**src/bqd_pkg.sv**
```systemverilog
// Package for the biquad IIR filter: shared constants, register map,
// sequencer states and the multiply-accumulate control struct.
// No dependencies; every other file of the block uses it.
package bqd_pkg;

  // Defaults for the top-level parameters
  localparam int CHANNELS_DEF    = 2;
  localparam int SAMPLE_BITS_DEF = 24;
  localparam int COEF_BITS_DEF   = 32;

  // Delay words are fixed at 32 bits, same LSB as a sample
  localparam int STATE_BITS = 32;
  // Width of the rounded accumulator output (integer part plus headroom)
  localparam int Q_BITS     = STATE_BITS + 7;
  localparam int THR_BITS   = 8;
  localparam int NUM_COEF   = 5;
  localparam int REG_IDX_BITS = 3;

  // Register map, in address order
  typedef enum logic [REG_IDX_BITS-1:0] {
    REG_COEF_FF0  = 3'd0,
    REG_COEF_FF1  = 3'd1,
    REG_COEF_FF2  = 3'd2,
    REG_COEF_FB1  = 3'd3,
    REG_COEF_FB2  = 3'd4,
    REG_FLUSH_THR = 3'd5
  } reg_idx_t;

  // Sequencer states
  typedef enum logic [3:0] {
    ST_IDLE,
    ST_FB1,
    ST_FB2,
    ST_FBW,
    ST_FBSAT,
    ST_FF0,
    ST_FF1,
    ST_FF2,
    ST_FFW,
    ST_EMIT
  } bqd_state_t;

  // Control word for the shared multiply-accumulate unit
  typedef struct packed {
    logic load;    // restart the accumulator with the rounding bias
    logic load_x;  // also preload the input sample, scaled to the product LSB
    logic mul_en;  // launch a product this cycle
    logic sub;     // subtract the product when it is accumulated
  } mac_ctl_t;

endpackage

```
**src/bqd_ifs.sv**
```systemverilog
// Handshake channel interfaces of the biquad filter: input samples and
// filtered results, each with valid/ready. Depends on bqd_pkg.
interface bqd_in_if #(
  parameter int SAMPLE_BITS = bqd_pkg::SAMPLE_BITS_DEF
);
  logic                          valid;
  logic                          ready;
  logic                          channel;
  logic signed [SAMPLE_BITS-1:0] sample_in;
  logic                          block_end;
  logic                          clear;

  modport source (output valid, channel, sample_in, block_end, clear, input ready);
  modport sink   (input valid, channel, sample_in, block_end, clear, output ready);
endinterface

interface bqd_out_if #(
  parameter int SAMPLE_BITS = bqd_pkg::SAMPLE_BITS_DEF
);
  logic                          valid;
  logic                          ready;
  logic signed [SAMPLE_BITS-1:0] sample_out;
  logic                          channel_out;
  logic                          block_end_out;
  logic                          saturated;

  modport source (output valid, sample_out, channel_out, block_end_out, saturated,
                  input ready);
  modport sink   (input valid, sample_out, channel_out, block_end_out, saturated,
                  output ready);
endinterface

```
**src/bqd_cfg.sv**
```systemverilog
// APB-style configuration registers of the biquad filter: five Q4.28
// coefficients and the flush threshold. Depends on bqd_pkg.
module bqd_cfg #(
  parameter int COEF_BITS = bqd_pkg::COEF_BITS_DEF,
  parameter int DATA_W    = 32,
  parameter int ADDR_W    = 5
) (
  input  logic                        clk,
  input  logic                        rst_n,
  input  logic                        psel,
  input  logic                        penable,
  input  logic                        pwrite,
  input  logic [ADDR_W-1:0]           paddr,
  input  logic [DATA_W-1:0]           pwdata,
  output logic [DATA_W-1:0]           prdata,
  output logic                        pready,
  output logic signed [COEF_BITS-1:0] coef_o [bqd_pkg::NUM_COEF],
  output logic [bqd_pkg::THR_BITS-1:0] thr_o
);
  import bqd_pkg::*;

  localparam logic signed [COEF_BITS-1:0] COEF_ONE = COEF_BITS'(1) << (COEF_BITS - 4);

  logic signed [COEF_BITS-1:0] coef_r [NUM_COEF];
  logic [THR_BITS-1:0]         thr_r;
  logic [REG_IDX_BITS-1:0]     reg_idx;
  logic                        wr_en;

  assign pready  = 1'b1;
  assign reg_idx = paddr[ADDR_W-1:ADDR_W-REG_IDX_BITS];
  assign wr_en   = psel && penable && pwrite;

  // Write registers on the access phase; unmapped addresses are dropped
  always_ff @(posedge clk) begin
    if (!rst_n) begin
      coef_r[REG_COEF_FF0] <= COEF_ONE;
      coef_r[REG_COEF_FF1] <= '0;
      coef_r[REG_COEF_FF2] <= '0;
      coef_r[REG_COEF_FB1] <= '0;
      coef_r[REG_COEF_FB2] <= '0;
      thr_r                <= THR_BITS'(1);
    end else if (wr_en) begin
      case (reg_idx_t'(reg_idx))
        REG_COEF_FF0, REG_COEF_FF1, REG_COEF_FF2, REG_COEF_FB1, REG_COEF_FB2: begin
          coef_r[reg_idx] <= pwdata[COEF_BITS-1:0];
        end
        REG_FLUSH_THR: begin
          thr_r <= pwdata[THR_BITS-1:0];
        end
        default: ;
      endcase
    end
  end

  // Read back, coefficients sign extended
  always_comb begin
    case (reg_idx_t'(reg_idx))
      REG_COEF_FF0, REG_COEF_FF1, REG_COEF_FF2, REG_COEF_FB1, REG_COEF_FB2: begin
        prdata = DATA_W'(coef_r[reg_idx]);
      end
      REG_FLUSH_THR: begin
        prdata = DATA_W'(thr_r);
      end
      default: begin
        prdata = '0;
      end
    endcase
  end

  assign coef_o = coef_r;
  assign thr_o  = thr_r;

endmodule

```
**src/bqd_mac.sv**
```systemverilog
// Shared multiply-accumulate unit of the biquad filter: one signed
// coefficient-by-state multiplier, a product register and a wide
// accumulator with round-half-up bias. Depends on bqd_pkg.
module bqd_mac #(
  parameter int SAMPLE_BITS = bqd_pkg::SAMPLE_BITS_DEF,
  parameter int COEF_BITS   = bqd_pkg::COEF_BITS_DEF
) (
  input  logic                                 clk,
  input  logic                                 rst_n,
  input  bqd_pkg::mac_ctl_t                    ctl_i,
  input  logic signed [COEF_BITS-1:0]          coef_i,
  input  logic signed [bqd_pkg::STATE_BITS-1:0] data_i,
  input  logic signed [SAMPLE_BITS-1:0]        x_i,
  output logic signed [bqd_pkg::Q_BITS-1:0]    q_o
);
  import bqd_pkg::*;

  localparam int COEF_FRAC = COEF_BITS - 4;
  localparam int PROD_W    = COEF_BITS + STATE_BITS;
  localparam int ACC_W     = PROD_W + 3;
  localparam logic signed [ACC_W-1:0] HALF = ACC_W'(1) << (COEF_FRAC - 1);

  logic signed [PROD_W-1:0] prod_r;
  logic                     pend_r;
  logic                     sub_r;
  logic signed [ACC_W-1:0]  acc_r;
  logic signed [ACC_W-1:0]  acc_nxt;
  logic signed [ACC_W-1:0]  x_scaled;
  logic signed [ACC_W-1:0]  prod_ext;

  assign x_scaled = ACC_W'(x_i) <<< COEF_FRAC;
  assign prod_ext = ACC_W'(prod_r);

  // Restart or fold in the pending product
  always_comb begin
    acc_nxt = acc_r;
    if (ctl_i.load) begin
      acc_nxt = (ctl_i.load_x ? x_scaled : '0) + HALF;
    end else if (pend_r) begin
      acc_nxt = sub_r ? (acc_r - prod_ext) : (acc_r + prod_ext);
    end
  end

  // Product pipeline flags
  always_ff @(posedge clk) begin
    if (!rst_n) begin
      pend_r <= 1'b0;
    end else begin
      pend_r <= ctl_i.mul_en;
    end
  end

  // Product and accumulator payload
  always_ff @(posedge clk) begin
    if (ctl_i.mul_en) begin
      prod_r <= coef_i * data_i;
      sub_r  <= ctl_i.sub;
    end
    acc_r <= acc_nxt;
  end

  // Drop the fraction bits: floor after the half bias gives round half up
  assign q_o = acc_r[ACC_W-1:COEF_FRAC];

  a_load_no_pending: assert property (@(posedge clk) disable iff (!rst_n)
    ctl_i.load |-> !pend_r)
    else $error("accumulator restart collides with a pending product");

endmodule

```
**src/bqd_ctrl.sv**
```systemverilog
// Sequencer of the biquad filter: channel delay words, the step schedule
// for the shared multiply-accumulate unit, saturation, flush and the
// output register. Depends on bqd_pkg, bqd_ifs.
module bqd_ctrl #(
  parameter int CHANNELS    = bqd_pkg::CHANNELS_DEF,
  parameter int SAMPLE_BITS = bqd_pkg::SAMPLE_BITS_DEF,
  parameter int COEF_BITS   = bqd_pkg::COEF_BITS_DEF
) (
  input  logic                                  clk,
  input  logic                                  rst_n,
  bqd_in_if.sink                                in_chan,
  bqd_out_if.source                             out_chan,
  input  logic signed [COEF_BITS-1:0]           coef_i [bqd_pkg::NUM_COEF],
  input  logic [bqd_pkg::THR_BITS-1:0]          thr_i,
  output bqd_pkg::mac_ctl_t                     mac_ctl_o,
  output logic signed [COEF_BITS-1:0]           mac_coef_o,
  output logic signed [bqd_pkg::STATE_BITS-1:0] mac_data_o,
  output logic signed [SAMPLE_BITS-1:0]         mac_x_o,
  input  logic signed [bqd_pkg::Q_BITS-1:0]     mac_q_i
);
  import bqd_pkg::*;

  localparam int CH_W = (CHANNELS > 1) ? $clog2(CHANNELS) : 1;
  localparam logic signed [STATE_BITS-1:0]  W_MAX = {1'b0, {(STATE_BITS-1){1'b1}}};
  localparam logic signed [STATE_BITS-1:0]  W_MIN = {1'b1, {(STATE_BITS-1){1'b0}}};
  localparam logic signed [SAMPLE_BITS-1:0] Y_MAX = {1'b0, {(SAMPLE_BITS-1){1'b1}}};
  localparam logic signed [SAMPLE_BITS-1:0] Y_MIN = {1'b1, {(SAMPLE_BITS-1){1'b0}}};

  bqd_state_t state_r, state_nxt;

  // Delay words per channel
  logic signed [STATE_BITS-1:0] first_r  [CHANNELS];
  logic signed [STATE_BITS-1:0] second_r [CHANNELS];

  // Working copy of the transaction in flight
  logic signed [SAMPLE_BITS-1:0] x_r;
  logic                          chan_r;
  logic                          bend_r;
  logic                          clr_r;
  logic [CH_W-1:0]               ch_r;
  logic signed [STATE_BITS-1:0]  w1_r;
  logic signed [STATE_BITS-1:0]  w2_r;
  logic signed [STATE_BITS-1:0]  w_r;
  logic                          clip_r;

  // Output register
  logic                          out_valid_r;
  logic signed [SAMPLE_BITS-1:0] sample_r;
  logic                          chan_out_r;
  logic                          bend_out_r;
  logic                          sat_r;

  logic                          in_acc;
  logic                          emit;
  logic [CH_W-1:0]               ch_sel;
  logic                          w_ovf;
  logic signed [STATE_BITS-1:0]  w_sat;
  logic                          y_ovf;
  logic signed [SAMPLE_BITS-1:0] y_sat;
  logic signed [STATE_BITS:0]    w_ext;
  logic signed [STATE_BITS:0]    thr_ext;
  logic                          flush;

  assign in_acc = in_chan.valid && in_chan.ready;

  // Map an out-of-range channel onto the last one
  always_comb begin
    if (int'(in_chan.channel) < CHANNELS) begin
      ch_sel = CH_W'(in_chan.channel);
    end else begin
      ch_sel = CH_W'(CHANNELS - 1);
    end
  end

  // Clip the rounded sums
  assign w_ovf = !((&mac_q_i[Q_BITS-1:STATE_BITS-1]) || !(|mac_q_i[Q_BITS-1:STATE_BITS-1]));
  assign w_sat = w_ovf ? (mac_q_i[Q_BITS-1] ? W_MIN : W_MAX) : mac_q_i[STATE_BITS-1:0];
  assign y_ovf = !((&mac_q_i[Q_BITS-1:SAMPLE_BITS-1]) ||
                   !(|mac_q_i[Q_BITS-1:SAMPLE_BITS-1]));
  assign y_sat = y_ovf ? (mac_q_i[Q_BITS-1] ? Y_MIN : Y_MAX) : mac_q_i[SAMPLE_BITS-1:0];

  // Flush small magnitudes: -thr < w < thr
  assign w_ext   = (STATE_BITS+1)'(w_r);
  assign thr_ext = signed'((STATE_BITS+1)'(thr_i));
  assign flush   = (w_ext < thr_ext) && (w_ext > -thr_ext);

  // Next state
  always_comb begin
    state_nxt = state_r;
    case (state_r)
      ST_IDLE:  if (in_acc) state_nxt = in_chan.clear ? ST_EMIT : ST_FB1;
      ST_FB1:   state_nxt = ST_FB2;
      ST_FB2:   state_nxt = ST_FBW;
      ST_FBW:   state_nxt = ST_FBSAT;
      ST_FBSAT: state_nxt = ST_FF0;
      ST_FF0:   state_nxt = ST_FF1;
      ST_FF1:   state_nxt = ST_FF2;
      ST_FF2:   state_nxt = ST_FFW;
      ST_FFW:   state_nxt = ST_EMIT;
      ST_EMIT:  if (!out_valid_r || out_chan.ready) state_nxt = ST_IDLE;
      default:  state_nxt = ST_IDLE;
    endcase
  end

  // State outputs: handshake and the multiply-accumulate schedule
  always_comb begin
    in_chan.ready = 1'b0;
    emit          = 1'b0;
    mac_ctl_o     = '0;
    mac_coef_o    = coef_i[REG_COEF_FB1];
    mac_data_o    = w1_r;
    case (state_r)
      ST_IDLE: begin
        // Hold off transactions while in reset
        in_chan.ready = rst_n;
      end
      ST_FB1: begin
        mac_ctl_o  = '{load: 1'b1, load_x: 1'b1, mul_en: 1'b1, sub: 1'b1};
        mac_coef_o = coef_i[REG_COEF_FB1];
        mac_data_o = w1_r;
      end
      ST_FB2: begin
        mac_ctl_o  = '{load: 1'b0, load_x: 1'b0, mul_en: 1'b1, sub: 1'b1};
        mac_coef_o = coef_i[REG_COEF_FB2];
        mac_data_o = w2_r;
      end
      ST_FF0: begin
        mac_ctl_o  = '{load: 1'b1, load_x: 1'b0, mul_en: 1'b1, sub: 1'b0};
        mac_coef_o = coef_i[REG_COEF_FF0];
        mac_data_o = w_r;
      end
      ST_FF1: begin
        mac_ctl_o  = '{load: 1'b0, load_x: 1'b0, mul_en: 1'b1, sub: 1'b0};
        mac_coef_o = coef_i[REG_COEF_FF1];
        mac_data_o = w1_r;
      end
      ST_FF2: begin
        mac_ctl_o  = '{load: 1'b0, load_x: 1'b0, mul_en: 1'b1, sub: 1'b0};
        mac_coef_o = coef_i[REG_COEF_FF2];
        mac_data_o = w2_r;
      end
      ST_EMIT: begin
        emit = !out_valid_r || out_chan.ready;
      end
      default: ;
    endcase
  end

  assign mac_x_o = x_r;

  // Control state, delay words and output valid
  always_ff @(posedge clk) begin
    if (!rst_n) begin
      state_r     <= ST_IDLE;
      out_valid_r <= 1'b0;
      for (int i = 0; i < CHANNELS; i++) begin
        first_r[i]  <= '0;
        second_r[i] <= '0;
      end
    end else begin
      state_r <= state_nxt;
      if (out_valid_r && out_chan.ready) begin
        out_valid_r <= 1'b0;
      end
      if (emit) begin
        out_valid_r <= 1'b1;
      end
      if (in_acc && in_chan.clear) begin
        for (int i = 0; i < CHANNELS; i++) begin
          first_r[i]  <= '0;
          second_r[i] <= '0;
        end
      end
      if (emit && !clr_r) begin
        second_r[ch_r] <= w1_r;
        first_r[ch_r]  <= flush ? '0 : w_r;
      end
    end
  end

  // Transaction payload and output payload
  always_ff @(posedge clk) begin
    if (in_acc) begin
      x_r    <= in_chan.sample_in;
      chan_r <= in_chan.channel;
      bend_r <= in_chan.block_end;
      clr_r  <= in_chan.clear;
      ch_r   <= ch_sel;
      w1_r   <= first_r[ch_sel];
      w2_r   <= second_r[ch_sel];
    end
    if (state_r == ST_FBSAT) begin
      w_r    <= w_sat;
      clip_r <= w_ovf;
    end
    if (emit) begin
      sample_r   <= clr_r ? '0 : y_sat;
      sat_r      <= !clr_r && (clip_r || y_ovf);
      chan_out_r <= chan_r;
      bend_out_r <= bend_r;
    end
  end

  assign out_chan.valid         = out_valid_r;
  assign out_chan.sample_out    = sample_r;
  assign out_chan.channel_out   = chan_out_r;
  assign out_chan.block_end_out = bend_out_r;
  assign out_chan.saturated     = sat_r;

  a_sample_starts_feedback: assert property (@(posedge clk) disable iff (!rst_n)
    (in_acc && !in_chan.clear) |=> (state_r == ST_FB1))
    else $error("accepted sample did not start the feedback pass");

  a_clear_zeroes_state: assert property (@(posedge clk) disable iff (!rst_n)
    (in_acc && in_chan.clear) |=> (first_r[0] == '0 && second_r[CHANNELS-1] == '0))
    else $error("clear left delay state behind");

  a_emit_waits_for_slot: assert property (@(posedge clk) disable iff (!rst_n)
    (state_r == ST_EMIT && out_valid_r && !out_chan.ready)
      |=> (state_r == ST_EMIT && out_valid_r))
    else $error("result overwrote an untaken output");

endmodule

```
**src/biquad_iir_direct_form_two_top.sv**
```systemverilog
// Biquad IIR filter (Direct Form II), top level: configuration registers,
// sequencer and shared multiply-accumulate unit.
// Depends on bqd_pkg, bqd_ifs, bqd_cfg, bqd_mac, bqd_ctrl.
//
// Filters signed audio samples of up to CHANNELS channels through one
// second-order section: w = x - fb1*w1 - fb2*w2, y = ff0*w + ff1*w1 + ff2*w2,
// coefficients signed Q4.28 from the APB registers, each sum rounded half up,
// w saturated to 32 bits and y to the sample width. One result follows every
// transaction. A sample steps through the five products on one shared
// multiplier, each product registered before it is accumulated, plus the
// saturation and output steps; a clear transaction goes straight to the
// output step and zeroes the delays of every channel. in_chan.ready is
// low while a transaction is in progress and while a finished result waits
// for a full output register. Write coefficients only when the block is idle.
module biquad_iir_direct_form_two_top #(
  parameter int CHANNELS    = bqd_pkg::CHANNELS_DEF,
  parameter int SAMPLE_BITS = bqd_pkg::SAMPLE_BITS_DEF,
  parameter int COEF_BITS   = bqd_pkg::COEF_BITS_DEF,
  localparam int DATA_W     = (COEF_BITS > 32) ? 64 : 32,
  localparam int ADDR_W     = bqd_pkg::REG_IDX_BITS + ((DATA_W == 64) ? 3 : 2)
) (
  input  logic              clk,
  input  logic              rst_n,
  bqd_in_if.sink            in_chan,
  bqd_out_if.source         out_chan,
  input  logic              psel,
  input  logic              penable,
  input  logic              pwrite,
  input  logic [ADDR_W-1:0] paddr,
  input  logic [DATA_W-1:0] pwdata,
  output logic [DATA_W-1:0] prdata,
  output logic              pready
);
  import bqd_pkg::*;

  logic signed [COEF_BITS-1:0]   coef   [NUM_COEF];
  logic [THR_BITS-1:0]           thr;
  mac_ctl_t                      mac_ctl;
  logic signed [COEF_BITS-1:0]   mac_coef;
  logic signed [STATE_BITS-1:0]  mac_data;
  logic signed [SAMPLE_BITS-1:0] mac_x;
  logic signed [Q_BITS-1:0]      mac_q;

  // Register file
  bqd_cfg #(
    .COEF_BITS (COEF_BITS),
    .DATA_W    (DATA_W),
    .ADDR_W    (ADDR_W)
  ) u_cfg (
    .clk     (clk),
    .rst_n   (rst_n),
    .psel    (psel),
    .penable (penable),
    .pwrite  (pwrite),
    .paddr   (paddr),
    .pwdata  (pwdata),
    .prdata  (prdata),
    .pready  (pready),
    .coef_o  (coef),
    .thr_o   (thr)
  );

  // Shared multiply-accumulate
  bqd_mac #(
    .SAMPLE_BITS (SAMPLE_BITS),
    .COEF_BITS   (COEF_BITS)
  ) u_mac (
    .clk    (clk),
    .rst_n  (rst_n),
    .ctl_i  (mac_ctl),
    .coef_i (mac_coef),
    .data_i (mac_data),
    .x_i    (mac_x),
    .q_o    (mac_q)
  );

  // Sequencer, delays and output register
  bqd_ctrl #(
    .CHANNELS    (CHANNELS),
    .SAMPLE_BITS (SAMPLE_BITS),
    .COEF_BITS   (COEF_BITS)
  ) u_ctrl (
    .clk        (clk),
    .rst_n      (rst_n),
    .in_chan    (in_chan),
    .out_chan   (out_chan),
    .coef_i     (coef),
    .thr_i      (thr),
    .mac_ctl_o  (mac_ctl),
    .mac_coef_o (mac_coef),
    .mac_data_o (mac_data),
    .mac_x_o    (mac_x),
    .mac_q_i    (mac_q)
  );

endmodule

```
**src/flat_wrapper.sv**
```systemverilog
// flat-port wrapper written by rule: the top's interface ports become plain ports
module biquad_iir_direct_form_two_top_flat import bqd_pkg::*;
#(
  parameter int CHANNELS    = bqd_pkg::CHANNELS_DEF,
  parameter int SAMPLE_BITS = bqd_pkg::SAMPLE_BITS_DEF,
  parameter int COEF_BITS   = bqd_pkg::COEF_BITS_DEF,
  localparam int DATA_W     = (COEF_BITS > 32) ? 64 : 32,
  localparam int ADDR_W     = bqd_pkg::REG_IDX_BITS + ((DATA_W == 64) ? 3 : 2)
)
  (clk, rst_n, psel, penable, pwrite, paddr, pwdata, prdata, pready, in_chan_valid, in_chan_channel, in_chan_sample_in, in_chan_block_end, in_chan_clear, in_chan_ready, out_chan_valid, out_chan_sample_out, out_chan_channel_out, out_chan_block_end_out, out_chan_saturated, out_chan_ready);
  bqd_in_if #(.SAMPLE_BITS(SAMPLE_BITS)) in_chan_i ();
  bqd_out_if #(.SAMPLE_BITS(SAMPLE_BITS)) out_chan_i ();
  input  logic clk;
  input  logic rst_n;
  input  logic psel;
  input  logic penable;
  input  logic pwrite;
  input  logic [ADDR_W-1:0] paddr;
  input  logic [DATA_W-1:0] pwdata;
  output logic [DATA_W-1:0] prdata;
  output logic pready;
  input wire logic [$bits(in_chan_i.valid)-1:0] in_chan_valid;
  input wire logic [$bits(in_chan_i.channel)-1:0] in_chan_channel;
  input wire logic [$bits(in_chan_i.sample_in)-1:0] in_chan_sample_in;
  input wire logic [$bits(in_chan_i.block_end)-1:0] in_chan_block_end;
  input wire logic [$bits(in_chan_i.clear)-1:0] in_chan_clear;
  output wire logic [$bits(in_chan_i.ready)-1:0] in_chan_ready;
  output wire logic [$bits(out_chan_i.valid)-1:0] out_chan_valid;
  output wire logic [$bits(out_chan_i.sample_out)-1:0] out_chan_sample_out;
  output wire logic [$bits(out_chan_i.channel_out)-1:0] out_chan_channel_out;
  output wire logic [$bits(out_chan_i.block_end_out)-1:0] out_chan_block_end_out;
  output wire logic [$bits(out_chan_i.saturated)-1:0] out_chan_saturated;
  input wire logic [$bits(out_chan_i.ready)-1:0] out_chan_ready;
  assign in_chan_i.valid = in_chan_valid;
  assign in_chan_i.channel = in_chan_channel;
  assign in_chan_i.sample_in = in_chan_sample_in;
  assign in_chan_i.block_end = in_chan_block_end;
  assign in_chan_i.clear = in_chan_clear;
  assign in_chan_ready = in_chan_i.ready;
  assign out_chan_valid = out_chan_i.valid;
  assign out_chan_sample_out = out_chan_i.sample_out;
  assign out_chan_channel_out = out_chan_i.channel_out;
  assign out_chan_block_end_out = out_chan_i.block_end_out;
  assign out_chan_saturated = out_chan_i.saturated;
  assign out_chan_i.ready = out_chan_ready;
  biquad_iir_direct_form_two_top #(.CHANNELS(CHANNELS), .SAMPLE_BITS(SAMPLE_BITS), .COEF_BITS(COEF_BITS)) u_core (.clk(clk), .rst_n(rst_n), .in_chan(in_chan_i), .out_chan(out_chan_i), .psel(psel), .penable(penable), .pwrite(pwrite), .paddr(paddr), .pwdata(pwdata), .prdata(prdata), .pready(pready));
endmodule
```
**config.mk**
```make
export PLATFORM = sky130hd
export DESIGN_NAME = biquad_iir_direct_form_two_top_flat
export DESIGN_NICKNAME = d
export VERILOG_FILES = /design/src/bqd_pkg.sv /design/src/bqd_ifs.sv /design/src/bqd_cfg.sv /design/src/bqd_mac.sv /design/src/bqd_ctrl.sv /design/src/biquad_iir_direct_form_two_top.sv /design/src/flat_wrapper.sv
export SDC_FILE = /design/constraint.sdc
export NUM_CORES = 2
export LEC_CHECK = 0
export BUFFER_PORTS_ARGS = -buffer_cell sky130_fd_sc_hd__buf_4
export CORE_MARGIN = 8
export CORE_UTILIZATION = 40
export DETAILED_ROUTE_END_ITERATION = 7
export GPL_TIMING_DRIVEN = 0
export PLACE_DENSITY_LB_ADDON = 0.2
export SLEW_MARGIN = 5
export SYNTH_ARGS = -nofsm -noshare
export SYNTH_HDL_FRONTEND = slang
export SYNTH_HIERARCHICAL = 1
export SYNTH_SLANG_ARGS = --single-unit
```
**constraint.sdc**
```tcl
create_clock -name clk -period 19.2 [get_ports clk]
set_input_delay 2.88 -clock clk [delete_from_list [all_inputs] [get_ports clk]]
set_output_delay 2.88 -clock clk [all_outputs]
set_load 0.01 [all_outputs]
```
After elaboration in Yosys (flattened, before gate mapping)
Memories as Yosys holds them, arrays and structs flattened. A register that Yosys moved wholly into a read port is not among the register bits.
Index checks and enable logic that the tools add are counted.
W data, S select, Z words.
{"block": "word_totals", "ff_bits": 393, "mem_bits_rw": 128, "in_bits": 71, "out_inout_bits": 62, "word_cells": 133, "n_memories": 2}
{"name": "u_core.u_ctrl.first_r", "depth": 2, "word_bits": 32, "rd": 1, "rd_ports_with_merged_regs": 1, "write_ports": 2, "line": "bqd_ctrl.sv:32", "source": "logic signed [STATE_BITS-1:0] first_r [CHANNELS];"}
{"name": "u_core.u_ctrl.second_r", "depth": 2, "word_bits": 32, "rd": 1, "rd_ports_with_merged_regs": 1, "write_ports": 2, "line": "bqd_ctrl.sv:33", "source": "logic signed [STATE_BITS-1:0] second_r [CHANNELS];"}
{"block": "classes", "addsub": 4, "n_mul": 1, "order_cmp": 4, "eq_ne": 16, "muxes": 44, "bitwise": 5, "reduce_logical": 35}
{"op": "$mux W32", "count": 12}
{"op": "$mux W67", "count": 4}
{"op": "$bwmux W160", "count": 1}
{"op": "$pmux W32 S2", "count": 2}
{"op": "$pmux W32 S4", "count": 1}
{"op": "$bmux W32 S3", "count": 1}
{"op": "$demux W32 S3", "count": 1}
{"op": "$add A67 B28 Y67 const B", "count": 1}
{"op": "$add A67 B64 Y67", "count": 1}
{"op": "$sub A67 B64 Y67", "count": 1}
{"op": "$mul A32 B32 Y64", "count": 1}
{"op": "$reduce_or A32 Y1", "count": 2}
{"op": "$mux W24", "count": 2}
{"op": "$pmux W4 S10", "count": 1}
{"op": "$gt A32 B33 Y1", "count": 1}
{"op": "$neg A8 Y33", "count": 1}
{"op": "$lt A32 B9 Y1", "count": 1}
{"op": "$eq A4 B3 Y1 const B", "count": 4}
{"op": "$pmux W4 S4", "count": 1}
{"op": "$reduce_and A16 Y1", "count": 1}
{"op": "$reduce_or A16 Y1", "count": 1}
{"op": "$mux W1", "count": 15}
{"op": "$mux W4", "count": 3}
{"op": "$logic_and A1 B1 Y1", "count": 9}
{"op": "21 further kinds", "count": 41}

Depth between registers and ports, before layout
{"block": "logic_depth", "word_depth": 9, "depth_mapped": 38, "depth_no_buf": 33}

Modules after synthesis
Netlist, hierarchy kept.
{"module": "bqd_mac", "instances": 1, "cells_each": 4914, "area_per_inst_um2": 46029.1, "seq_area_each_um2": 3983.8}
{"module": "bqd_ctrl", "instances": 1, "cells_each": 1123, "area_per_inst_um2": 14104.8, "seq_area_each_um2": 8478.1}
{"module": "bqd_cfg", "instances": 1, "cells_each": 756, "area_per_inst_um2": 7509.7, "seq_area_each_um2": 3363.2}

Least setup slack after synthesis
OpenSTA, ideal clock, no wires.
{"block": "synth_path", "kind": "register -> register", "from": "register u_core.u_ctrl.state_r[3]", "to": "register u_core.u_mac.prod_r[52], data pin", "setup_time_ns": 0.259, "t_arrival_ns": 8.782, "required_ns": 18.941, "setup_slack_ns": 10.160, "stages_incl_launch_ff": 31, "path_buffers": 5, "synth_period_minus_slack_ns": 9.040, "path_cell_list": "dfxtp_1 -> clkbuf_1 -> nor4b_2 -> or2_2 -> clkbuf_1 -> nor2_1 -> clkbuf_1 -> nand2_1 -> nand2_1 -> clkbuf_1 -> nand2_1 -> inv_1 -> fa_1 -> inv_1 -> fa_1 -> inv_1 -> fa_1 -> fa_1 -> inv_1 -> fa_1 -> fa_1 -> fa_1 -> fa_1 -> inv_1 -> ha_1 -> clkbuf_1 -> nand2_1 -> or4_1 -> o31ai_1 -> a21oi_1 -> xnor2_1"}
{"block": "synth_via", "elab_chain_len": 4, "word_cells_on_any_way": 8, "cone_classes": "1 x mul; 4 x eq/ne; 2 x mux; 1 x reduce/logical"}
{"item": "start: declaration", "line": "bqd_ctrl.sv:29", "source": "bqd_state_t state_r, state_nxt;"}
{"item": "start signal: assignment", "line": "bqd_ctrl.sv:161", "source": "state_r <= state_nxt;"}
{"item": "$eq A4 B3 Y1 or $eq A4 B2 Y1 (tied branches)", "line": "bqd_ctrl.sv:112", "source": "case (state_r)"}
{"item": "$reduce_or A2 Y1 (no line)"}
{"item": "$pmux W32 S2 (*)", "line": "bqd_ctrl.sv:112"}
{"item": "net u_core.mac_data[5]", "line": "biquad_iir_direct_form_two_top.sv:40", "source": "logic signed [STATE_BITS-1:0] mac_data;"}
{"item": "$mul A32 B32 Y64 (*)", "line": "bqd_mac.sv:56", "source": "prod_r <= coef_i * data_i;"}
{"item": "end signal: assignment", "line": "bqd_mac.sv:56"}
{"item": "end: declaration", "line": "bqd_mac.sv:23", "source": "logic signed [PROD_W-1:0] prod_r;"}
Mark *: on every way through the listed nets, which the timed path passes. The rest lies on a longest branch.
A chain may end at the register's enable or synchronous reset.

Worst setup path in the final report
{"block": "layout_path", "from": "register u_core.u_ctrl.state_r[1]", "to": "register u_core.u_mac.prod_r[61], data pin"}
{"block": "layout_via", "word_cells_on_any_way": 8, "cone_classes": "1 x mul; 4 x eq/ne; 2 x mux; 1 x reduce/logical"}
{"item": "$eq A4 B3 Y1 or $eq A4 B2 Y1 (tied branches)", "line": "bqd_ctrl.sv:112"}
{"item": "$pmux W32 S4 (*)", "line": "bqd_ctrl.sv:112"}
{"item": "net u_core.mac_coef[22]", "line": "biquad_iir_direct_form_two_top.sv:39", "source": "logic signed [COEF_BITS-1:0] mac_coef;"}
{"item": "$mul A32 B32 Y64 (*)", "line": "bqd_mac.sv:56"}
Marked as above.

==> results.json <==
{
  "max-slew-margin-rel": 0.0668,
  "rsz0062_at_grt": "false",
  "dp_cells": 9153,
  "criticalPathCategory": "flop to flop",
  "cts.hold.buffers_added": 0,
  "max_stage_delay_ns": 0.97,
  "ios": 133,
  "die_y_um": 427,
  "yosys_warnings": 6,
  "clkTransAtPathRegs_ns": 0.07,
  "nets": 8453,
  "placement.io_buffers": 128,
  "start_util": 0.401,
  "crit_path_end_kind": "flop",
  "ys_seq_elements": 585,
  "setup_viol": 0,
  "hold_viol": 0,
  "reg2reg_depth": 30,
  "drive_gt1_frac": 0.0752,
  "dp_hpwl_mm": 210,
  "status": "finished, final reports clean",
  "h-tree-depth": 3,
  "drc": 0,
  "seq_area_frac_synth": 0.234,
  "fin_tns_setup_ns": 0,
  "fin_skew_ns": 0.0447,
  "finalNonFillerCells": 9299,
  "core_area_mm2": 0.169,
  "path_delay_family": "adder cells",
  "wirelength_mm": 260,
  "routed-via-count": 51315,
  "cp_common_cell": "fa_1",
  "power.density_mw_per_mm2": 115,
  "start_kind": "flop",
  "root_buffer": "clkbuf_16",
  "ir_drop_mv": 0.100,
  "overflow": 0,
  "cts_resized": 0,
  "cts_tree": "built",
  "routed_via_density": 5.52,
  "cp.arrival_ns": 13.47,
  "period_minus_slack_ns": 13.06,
  "maxCapViolations": 0,
  "grt_usage": 0.283,
  "fin_crit_sh": 0.680,
  "clockBufferDepth": 3,
  "cp_num_cells": 30,
  "synth_cell_types": 93,
  "synth_edf_count": 411,
  "syn-cell-area_mm2": 0.0676,
  "cts_sinks": 585,
  "num_rows": 151,
  "synth_async_sr_flop_share": 0,
  "grt_pass1_vias": 53193,
  "ant_nets": 0,
  "whs_path_depth": 0,
  "path_max_fanout": 10,
  "cts_buffers": 69,
  "routed_wire_length_per_instance_um": 28.0,
  "gp_congestion": 1.01,
  "tightestPinTransition_ns": 1.40,
  "yosys_most_used_dff": "edfxtp_1",
  "clk_latency_ns": 0.68,
  "dr.pass1.iters": 8,
  "post_cts_buffers": 0,
  "slew_violations": 0,
  "syn_to_final_growth_pct": 9.54,
  "antenna_found_initial": 19,
  "drt_iter0_markers": 4743,
  "synthCells": 6793,
  "die_x_um": 427,
  "avgSynthCellArea_um2": 9.96,
  "grt_max_degree": 66,
  "power.leakage_nw": 32.3,
  "grt_first_pass_wirelength_mm": 375,
  "critPathBufInv": 6,
  "clock.fmax_ghz": 0.0766,
  "cp.required_ns": 19.62,
  "critical-path-slowest-cell": "clkbuf_1",
  "hold_path_class": "flop to flop",
  "syn-num-nets": 8240,
  "dieArea_mm2": 0.183
}
[stage by stage]
step / setup slack, ns / hold slack [ns] / total power [mW] / util / cell area, um^2
after global routing: 5.92 / 0.452 / 9.00 / 0.439 / 74100
final: 6.14 / 0.420 / 8.49 / 0.439 / 74100
after floorplan: 10.16 / 0.400 / 5.26 / - / 67600
after detailed placement: 6.02 / 0.405 / 7.06 / 0.425 / 71700
after global placement: 5.74 / 0.401 / 7.02 / 0.423 / 71400
after CTS: 6.01 / 0.422 / 8.45 / 0.439 / 74000
[Yosys cell counts, types with 7 or more instances]
cell type | instances | share of area
fa_1 | 1083 | 0.32
inv_1 | 1002 | 0.056
nand2_1 | 998 | 0.055
and2_1 | 585 | 0.054
edfxtp_1 | 411 | 0.18
clkbuf_1 | 317 | 0.018
ha_1 | 293 | 0.054
mux2i_1 | 227 | 0.034
a21oi_1 | 198 | 0.015
nor2_1 | 179 | 0.0099
dfxtp_1 | 174 | 0.051
xnor2_1 | 152 | 0.020
o21ai_0 | 126 | 0.0093
a21o_1 | 124 | 0.014
a22oi_1 | 96 | 0.011
mux2_2 | 72 | 0.012
nor2_4 | 66 | 0.011
nand3_1 | 62 | 0.0046
buf_4 | 52 | 0.0058
xor2_1 | 50 | 0.0065
nand4_1 | 40 | 0.0037
nor3_1 | 40 | 0.0030
buf_2 | 32 | 0.0024
nor4_1 | 32 | 0.0030
a31oi_1 | 31 | 0.0029
nand2b_1 | 24 | 0.0022
a211oi_1 | 23 | 0.0026
o21a_1 | 21 | 0.0023
o21bai_1 | 21 | 0.0023
o22ai_1 | 21 | 0.0019
and3_1 | 17 | 0.0016
o31ai_1 | 14 | 0.0016
nor2b_1 | 13 | 0.0012
buf_1 | 10 | 0.00055
a221o_1 | 9 | 0.0013
o32ai_1 | 9 | 0.0012
or4_1 | 9 | 0.0010
buf_6 | 8 | 0.0013
nor3b_1 | 8 | 0.00089
a211o_1 | 7 | 0.00091
a21boi_0 | 7 | 0.00078
o211ai_1 | 7 | 0.00078
or2_2 | 7 | 0.00065
or3_1 | 7 | 0.00065
[cells by family after synthesis]
kind of cell / synth area share
XOR/XNOR: 0.0264
other: 0.0000554
buffers and inverters: 0.0850
flip-flops: 0.234
multiplexers: 0.0456
AO/OA/AOI/OAI: 0.0774
AND/OR/NAND/NOR: 0.157
adder cells (fa/ha/maj): 0.375
[area by class of cell]
type | instances | area (um^2)
diodes | 18 | 45.0
plain buffers | 425 | 1990
clock buffers | 87 | 1810
clock inverters | 41 | 526
fillers | 16570 | 94600
inverters | 1002 | 3760
multi-input cells | 4781 | 46100
flip-flops and latches | 585 | 15800
well taps | 2218 | 2780
repair buffers | 142 | 1230
[cells in the final DEF, fill, tap and decap left out, types with 14 or more instances in the layout]
master	instances
fa_1	1083
inv_1	1002
nand2_1	997
and2_1	585
edfxtp_1	411
clkbuf_1	332
ha_1	293
mux2i_1	227
a21oi_1	198
buf_4	181
nor2_1	177
dfxtp_1	174
xnor2_1	152
o21ai_0	124
a21o_1	124
a22oi_1	96
mux2_2	72
clkbuf_16	69
nor2_4	66
nand3_1	62
xor2_1	50
nand4_1	40
nor3_1	38
buf_2	32
nor4_1	32
a31oi_1	31
nand2b_1	24
a211oi_1	23
o21a_1	21
o22ai_1	21
o21bai_1	21
diode_2	18
and3_1	16
o31ai_1	14
[flip-flops by register name, indices dropped and copies added (netlist names)]
register / flops
u_core/u_cfg/coef_o: 160
u_core/u_cfg/thr_o: 8
u_core/u_ctrl/bend_r: 1
u_core/u_ctrl/ch_r: 1
u_core/u_ctrl/clip_r: 1
u_core/u_ctrl/clr_r: 1
u_core/u_ctrl/first_r: 64
u_core/u_ctrl/mac_x_o: 24
u_core/u_ctrl/out_chan.block_end_out: 1
u_core/u_ctrl/out_chan.channel_out: 1
u_core/u_ctrl/out_chan.sample_out: 24
u_core/u_ctrl/out_chan.saturated: 1
u_core/u_ctrl/out_chan.valid: 1
u_core/u_ctrl/second_r: 64
u_core/u_ctrl/state_r: 4
u_core/u_ctrl/w1_r: 32
u_core/u_ctrl/w2_r: 32
u_core/u_ctrl/w_r: 32
u_core/u_mac/acc_r: 67
u_core/u_mac/pend_r: 1
u_core/u_mac/prod_r: 64
u_core/u_mac/sub_r: 1
[worst paths after layout]
check,start,to,slack [ns]
worst max-delay path,u_core/u_ctrl/state_r[1]$_SDFFE_PN0P_,u_core/u_mac/prod_r[61]$_DFFE_PP_,6.14
worst min-delay path,u_core/u_ctrl/bend_r$_DFFE_PP_,u_core/u_ctrl/out_chan.block_end_out$_DFFE_PP_,0.42
worst max register to register,u_core/u_ctrl/state_r[1]$_SDFFE_PN0P_,u_core/u_mac/prod_r[61]$_DFFE_PP_,6.14
worst min register to register,u_core/u_ctrl/bend_r$_DFFE_PP_,u_core/u_ctrl/out_chan.block_end_out$_DFFE_PP_,0.42
[metal layers]
metal | track usage | up-vias | share of wire
li1 | - | 22086 | -
met4 | 0.120 | 0 | 0.053
met2 | 0.436 | 2365 | 0.44
met3 | 0.0714 | 546 | 0.096
met5 | 0 | - | 0
met1 | 0.380 | 26318 | 0.41
[power breakdown]
part	total (mW)	switching, mW	leakage [nW]	internal (mW)
clock network	1.36	0.589	1.12	0.771
logic	5.10	3.40	25.8	1.70
registers	2.04	0.192	5.39	1.84
[worst register-to-register path: cells and delay by family (launching register included)]
kind / cells / cell delay [ns]
compound gates: 7 / 2.26
simple gates: 8 / 2.27
fa+ha+maj: 9 / 4.88
flops: 1 / 0.31
buf+inv: 6 / 3.09
(Power assumes the default switching activity.)
